`src/rtl/core/tcw_pkg.sv`:
```
`default_nettype none

package tcw_pkg;

  localparam int DEFAULT_COLUMNS = 80;
  localparam int DEFAULT_ROWS    = 25;

  localparam int OPCODE_W  = 2;
  localparam int CHAR_W    = 8;
  localparam int COLOR_W   = 8;
  localparam int INDEX_W   = 11;
  localparam int CELL_W    = 16;
  localparam int COL_OUT_W = 7;
  localparam int ROW_OUT_W = 5;

  localparam logic [OPCODE_W-1:0] OP_PUT       = 2'd0;
  localparam logic [OPCODE_W-1:0] OP_BACKSPACE = 2'd1;
  localparam logic [OPCODE_W-1:0] OP_CLEAR     = 2'd2;
  localparam logic [OPCODE_W-1:0] OP_READ      = 2'd3;

  localparam logic [COLOR_W-1:0] CLEAR_COLOR      = 8'h0F;
  localparam logic [COLOR_W-1:0] TEXT_COLOR_RESET = 8'h0F;
  localparam logic [CHAR_W-1:0]  CH_NEWLINE       = 8'd10;
  localparam logic [CHAR_W-1:0]  CH_RETURN        = 8'd13;
  localparam logic [CHAR_W-1:0]  CH_SPACE         = 8'd32;

  // Controller to datapath
  typedef struct packed {
    logic capture;     // latch the incoming request
    logic exec_put;    // put character at the cursor
    logic exec_bs;     // backspace
    logic exec_clear;  // home the cursor
    logic rd_cell;     // read the requested cell
    logic copy_step;   // scroll: move one cell up a row
    logic fill_step;   // scroll: blank one cell of the bottom row
    logic clear_step;  // clear: blank one cell with the clear colour
    logic load_out;    // load the result register
  } tcw_cmd_t;

  // Datapath to controller
  typedef struct packed {
    logic [OPCODE_W-1:0] op;
    logic                scroll_need;
    logic                copy_last;
    logic                sweep_last;
  } tcw_sts_t;

endpackage

`default_nettype wire

```
`src/rtl/core/tcw_ctrl.sv`:
```
`default_nettype none

module tcw_ctrl import tcw_pkg::*; (
  input  wire logic     clk_i,
  input  wire logic     rst_ni,
  input  wire logic     in_valid_i,
  output logic          in_ready_o,
  output logic          out_valid_o,
  input  wire logic     out_ready_i,
  input  wire tcw_sts_t sts_i,
  output tcw_cmd_t      cmd_o
);

  localparam logic [2:0] S_INIT   = 3'd0;
  localparam logic [2:0] S_IDLE   = 3'd1;
  localparam logic [2:0] S_DECODE = 3'd2;
  localparam logic [2:0] S_SCROLL = 3'd3;
  localparam logic [2:0] S_DRAIN  = 3'd4;
  localparam logic [2:0] S_FILL   = 3'd5;
  localparam logic [2:0] S_CLEAR  = 3'd6;
  localparam logic [2:0] S_DONE   = 3'd7;

  logic [2:0] state_q, state_d;
  logic       out_valid_q, out_valid_d;
  logic       out_free;

  assign in_ready_o  = (state_q == S_IDLE);
  assign out_valid_o = out_valid_q;
  assign out_free    = !out_valid_q || out_ready_i;

  always_comb begin
    state_d = state_q;
    cmd_o   = '0;
    case (state_q)
      S_INIT: begin
        cmd_o.clear_step = 1'b1;
        if (sts_i.sweep_last) state_d = S_IDLE;
      end
      S_IDLE: begin
        if (in_valid_i) begin
          cmd_o.capture = 1'b1;
          state_d       = S_DECODE;
        end
      end
      S_DECODE: begin
        case (sts_i.op)
          OP_PUT: begin
            cmd_o.exec_put = 1'b1;
            state_d        = sts_i.scroll_need ? S_SCROLL : S_DONE;
          end
          OP_BACKSPACE: begin
            cmd_o.exec_bs = 1'b1;
            state_d       = S_DONE;
          end
          OP_CLEAR: begin
            cmd_o.exec_clear = 1'b1;
            state_d          = S_CLEAR;
          end
          OP_READ: begin
            cmd_o.rd_cell = 1'b1;
            state_d       = S_DONE;
          end
          default: state_d = S_DONE;
        endcase
      end
      S_SCROLL: begin
        cmd_o.copy_step = 1'b1;
        if (sts_i.copy_last) state_d = S_DRAIN;
      end
      // let the last copy write land before the bottom row is blanked
      S_DRAIN: state_d = S_FILL;
      S_FILL: begin
        cmd_o.fill_step = 1'b1;
        if (sts_i.sweep_last) state_d = S_DONE;
      end
      S_CLEAR: begin
        cmd_o.clear_step = 1'b1;
        if (sts_i.sweep_last) state_d = S_DONE;
      end
      S_DONE: begin
        if (out_free) begin
          cmd_o.load_out = 1'b1;
          state_d        = S_IDLE;
        end
      end
      default: state_d = S_IDLE;
    endcase
  end

  assign out_valid_d = cmd_o.load_out || (out_valid_q && !out_ready_i);

  always_ff @(posedge clk_i or negedge rst_ni) begin
    if (!rst_ni) begin
      state_q     <= S_INIT;
      out_valid_q <= 1'b0;
    end else begin
      state_q     <= state_d;
      out_valid_q <= out_valid_d;
    end
  end

endmodule

`default_nettype wire

```
`config.mk`:
```
export PLATFORM = sky130hd
export DESIGN_NAME = tcw_ctrl
export DESIGN_NICKNAME = d
export VERILOG_FILES = /design/src/rtl/core/tcw_pkg.sv /design/src/rtl/core/tcw_ctrl.sv
export SDC_FILE = /design/constraint.sdc
export NUM_CORES = 1
export LEC_CHECK = 0
export BUFFER_PORTS_ARGS = -buffer_cell sky130_fd_sc_hd__buf_2
export CORE_AREA = 2 2 39 41
export CTS_CLUSTER_DIAMETER = 200
export CTS_CLUSTER_SIZE = 20
export DETAILED_ROUTE_END_ITERATION = 6
export DIE_AREA = 0 0 41 43
export GPL_TIMING_DRIVEN = 0
export SLEW_MARGIN = 10
export SYNTH_ARGS = -nofsm -noshare
export SYNTH_HDL_FRONTEND = slang
export SYNTH_SLANG_ARGS = --single-unit
```
`constraint.sdc`:
```
create_clock -name clk_i -period 1.6 [get_ports clk_i]
set_input_delay 0.24 -clock clk_i [delete_from_list [all_inputs] [get_ports clk_i]]
set_output_delay 0.24 -clock clk_i [all_outputs]
set_load 0.05 [all_outputs]
```
==> metrics.txt, run 1 <==
hpwl dp=676 µm; most used cell, CP=buf_6; crit-path cells=buf_6 -> or2_1 -> a21oi_2 -> buf_6; Max Cap Viol=0; sequential area share after synthesis=0.285; drt wl/cell=11.0 µm; largest family of logic cells by synthesized area=simple AND/OR/NAND/NOR gates; crit path capture type=output port; RSZ-0062 raised after global routing=true; largest cells by area after synthesis=dfrtp_1 (28%), nor3b_1 (8.5%), a21oi_1 (5.7%); Leak=0.298 nW; Synth cell types=24; CTS max path bufs=2; Design Area, Final=slightly below 600 µm²; Min Clock Period, post-route=1580 ps; CORE AREA=1380 µm²; compound-cell area share of the yosys netlist=0.149; fraction of layout cells with a size suffix above 1=0.563; grt ovf=0; CTS tree=built; number of synthesized flops with an enable pin=0; Total Power=1.25 mW; mux cell area share after synthesis=0.0285; Clock transition at path regs=40 ps; status=completed; CTS H-Tree Depth=1; worst slew pin tran=312 ps; Core Rows=14; setup violators final=0; Synth Warn #=0; clock buffer count from CTS=3; post-route setup slack=23.9 ps; first-pass GRT wire length=1400 µm; worst min path class=primary input to async pin; Top FF cell, synth=dfrtp_1; final slew viol count=0; flops & latches, synth=4; Final nets=82; Hold Fails Final Rpt=0; Synth Area in Simple Gates=0.470; Critical Path RT=1360 ps; Fin Setup TNS=0 ps; Post-Layout Cell Count=87; Die Ht=43 µm; CP max stage cell=dfrtp_2; Critical Path Start Type=flip-flop; DP Area=480 µm²; Post-synth top cells=a21oi_1 (4), buf_2 (4), dfrtp_1 (4), nor2_1 (4), nor3b_1 (4); syn nets=52; cell taking the most area after synthesis=dfrtp_1; crit-path max FO=5; CP max stage delay=440 ps; final worst-path cycle share=0.985; PwrDens=2100 nW/µm²; Die Wd=41 µm; via count=410; worst path arrival time=1340 ps; Fmax=0.634 GHz; Via density=4.71; VDD IR max=0.745 mV; placed insts=78; Max-slew headroom=0.792; R2R depth=4; asr flop ratio synth=1.00; synthesis-to-finish area growth=69.0%; Post-DRT Antenna Nets=0; DRT Wirelength=959 µm; Clock Latency Late Sink=~230 ps; Diodes inserted=0; drt pass-1 iters=4; xor and xnor fraction of the mapped netlist area=0; Place WS=60.8 ps; Starting Density=0.254; gpl congestion=between 0.7 and 0.8; boundary pin count=20; Global Route Usage Sum=0.115; Final Skew=~4.1 ps; clk sinks=4; port buffer count=19; number of fill cells=140; Worst R2R Start=state_q[0]; residual DRC count=0; Die Footprint=1760 µm²; adder-cell share of the synthesized area=0; Syn Inst Count=43; critical path launch point=state_q[2]; Setup CP Type=flip-flop to output port; vias in the first global route=326; CTS Root Cell=clkbuf_4; largest net degree at the start of global routing=11; mean post-synth cell area=8.18 µm²; Yosys top cell area share=0.285; antenna violations before repair=0; drt first-iter violations=8; mapped cell area=352 µm²
## state kept, by name, summed over array words and instances (netlist names)
signal,count
out_valid_o,1
state_q,3
## worst paths after layout
| check | to | slack, ps |
|---|---|---|
| worst max-delay path | cmd_o[1] | 20 |
| worst min-delay path | out_valid_o | 340 |
| worst max register to register | state_q[2] | 150 |
| worst min register to register | out_valid_o | 690 |
| max in group asynchronous | state_q[2] | 1120 |
| min in group clk_i | out_valid_o | 350 |
## layout make-up
class	count	area [µm²]	share of cell area
multi-input combinational	34	248	0.417
buffer	2	22.5	0.0379
timing repair buffer	27	175	0.295
tap	16	20.0	0.0337
inverter	1	3.75	0.00632
clock buffer	3	22.5	0.0379
sequential	4	103	0.173
## per-stage QoR
stage                util  hold slack, ps
finish              0.429             342
global route        0.429             362
CTS                 0.424             338
detailed placement  0.347            49.8
global placement    0.347            47.5
floorplan               -           -55.6
## cell families (layout without fill, tap and decap cells)
kind of cell	Yosys count	count (layout)
buf+inv	5	33
flops	4	4
compound gates	9	9
simple gates	24	24
mux	1	1
## worst max-delay path: cells and delay by family, from the launching register on
| kind | cells | cell delay (ps) |
|---|---|---|
| flops | 1 | 440 |
| buf+inv | 2 | 310 |
| simple gates | 1 | 230 |
| compound gates | 1 | 130 |
## metal layers
layer | vias up | global-route usage | wire length, µm
li1 | 214 | - | -
met1 | 180 | 0.147 | 448
met2 | 16 | 0.169 | 432
met3 | 0 | 0.0314 | 79
met4 | 0 | 0.0600 | 0
met5 | - | 0 | 0
## timing repair
item                       in CTS  in global routing
pin swaps                       1                  1
gates cloned                    0                  2
setup buffers                   4                  1
hold endpoints to repair        4                  0
hold buffers                    1                  0
resized for setup              16                  1
setup endpoints to repair       8                  7
## power breakdown
group	internal [mW]	total (mW)	leakage, nW	switching, mW
logic	0.364	0.900	0.239	0.536
registers	0.154	0.227	0.0450	0.0728
clock network	0.0835	0.119	0.0138	0.0358
total	0.601	1.25	0.298	0.645
## cells in the final DEF (no fill, tap or decap), types with 3 or more instances in the layout
cell type  instances
buf_2             15
buf_4              9
buf_6              4
nor3b_1            3
nand2_1            3
a21oi_1            3
clkbuf_4           3
Note: power is estimated with default switching activity, not from simulation.
==> run 2, diff against run 1 <==
Settings changed: SETUP_SLACK_MARGIN from default to 0.3.
==> metrics.txt, run 2 (synthesis gave the netlist of run 1 again) <==
synthesis-to-finish area growth=130%; crit-path cells=buf_6 -> nor3b_4 -> nor3b_4 -> buf_6; PwrDens=2130 nW/µm²; failing checks=negative setup slack; Min Clock Period, post-route=1620 ps; final worst-path cycle share=1.01; DRT Wirelength=around 1100 µm; number of fill cells=124; Post-DRT Antenna Nets=0; Fmax=0.617 GHz; Via density=around 4.5; placed insts=78; Critical Path RT=1360 ps; CTS max path bufs=2; fraction of layout cells with a size suffix above 1=0.709; Fin Setup TNS=-38.1 ps; drt first-iter violations=1; Starting Density=0.254; residual DRC count=0; Hold Fails Final Rpt=0; status=complete, but fails checks; Biggest register=state_q; clock buffer count from CTS=3; Clock Latency Late Sink=230 ps; VDD IR max=0.770 mV; crit-path max FO=4; drt pass-1 iters=3; antenna violations before repair=0; tightest hold margin=between 300 and 400 ps; grt ovf=0; boundary pin count=20; Die Ht=43 µm; Final Skew=5.21 ps; Setup CP Type=flip-flop to output port; CTS Root Cell=clkbuf_4; Clock transition at path regs=around 40 ps; CP max stage cell=dfrtp_1; largest net degree at the start of global routing=10; clk sinks=4; Critical Path Start Type=flip-flop; port buffer count=19; Die Wd=41 µm; CP max stage delay=about 400 ps; RSZ-0062 raised after global routing=true; vias in the first global route=390; Final nets=89; hpwl dp=701 µm; Core Rows=14; commonest non-fill, non-tap cell in the layout=buf_6; post-route setup slack=-19.5 ps; Post-Layout Cell Count=95; r2r setup slk=approximately 100 ps; final slew viol count=0; worst slew pin tran=387 ps; CTS tree=built; setup violators final=2; CTS H-Tree Depth=1; Largest register FFs=3; crit path capture type=output port; worst path arrival time=1380 ps; Diodes inserted=0; Max Cap Viol=0; CORE AREA=1380 µm²; Leak=around 0.37 nW; gpl congestion=0.703; Max-slew headroom=0.742; worst min path class=primary input to async pin; Place WS=36.2 ps; drt wl/cell=11.8 µm; Global Route Usage Sum=0.135; most frequent cells in the layout=buf_6 (13), buf_2 (9), buf_4 (9), buf_8 (4), nor3b_4 (4); first-pass GRT wire length=between 1500 and 2000 µm; via count=428; final core utilization=0.583; Die Footprint=1760 µm²
run 2: worst max-delay path: cells and delay by family, from the launching register on:
family,cells,cell delay (ps)
flops,1,390
buf+inv,2,310
simple gates,2,460
run 2: what timing repair did:
item | 4_1_cts | 5_1_grt
hold endpoints to repair | 4 | 0
gates resized for setup | 28 | 10
pin swaps | 3 | 7
buffers inserted | 7 | 5
setup endpoints to repair | 11 | 11
hold buffers | 1 | 0
run 2: final cells by class:
cell class                 count  area (µm²)  share of cell area
buffer                         4        48.8              0.0605
clock buffer                   4        26.3              0.0326
inverter                       1        3.75             0.00465
multi-input combinational     34         325               0.403
sequential                     4         103               0.127
tap                           16        20.0              0.0248
timing repair buffer          32         280               0.347
run 2: path summary, 6_finish.rpt:
path                        startpoint  cells past startpoint          end
max in group asynchronous       rst_ni                      2   state_q[2]
min reg2reg                out_valid_o                      2  out_valid_o
max reg2reg                 state_q[0]                      5   state_q[2]
max                         state_q[0]                      4     cmd_o[7]
min                             rst_ni                      2   state_q[1]
min in group clk_i         out_ready_i                      3  out_valid_o
run 2: where the power goes:
part           total [mW]  internal, mW  switching, mW
logic                1.39         0.674          0.715
registers           0.193         0.153         0.0395
clock network       0.134        0.0935         0.0404
run 2: through the flow:
step / cell area, µm² / total power, mW
3_5_place_dp: 554 / 1.12
5_1_grt: 807 / 1.81
4_1_cts: 729 / 1.56
2_1_floorplan: 439 / 0.964
6_report: 807 / 1.72
3_3_place_gp: 554 / 1.12
run 2: metal layers:
metal | track usage | wire length, µm | vias to the layer above
met5 | 0 | 0 | -
li1 | - | - | 226
met2 | 0.209 | 613 | 8
met4 | 0.0800 | 0 | 0
met1 | 0.170 | 473 | 194
met3 | 0.0157 | 31 | 0
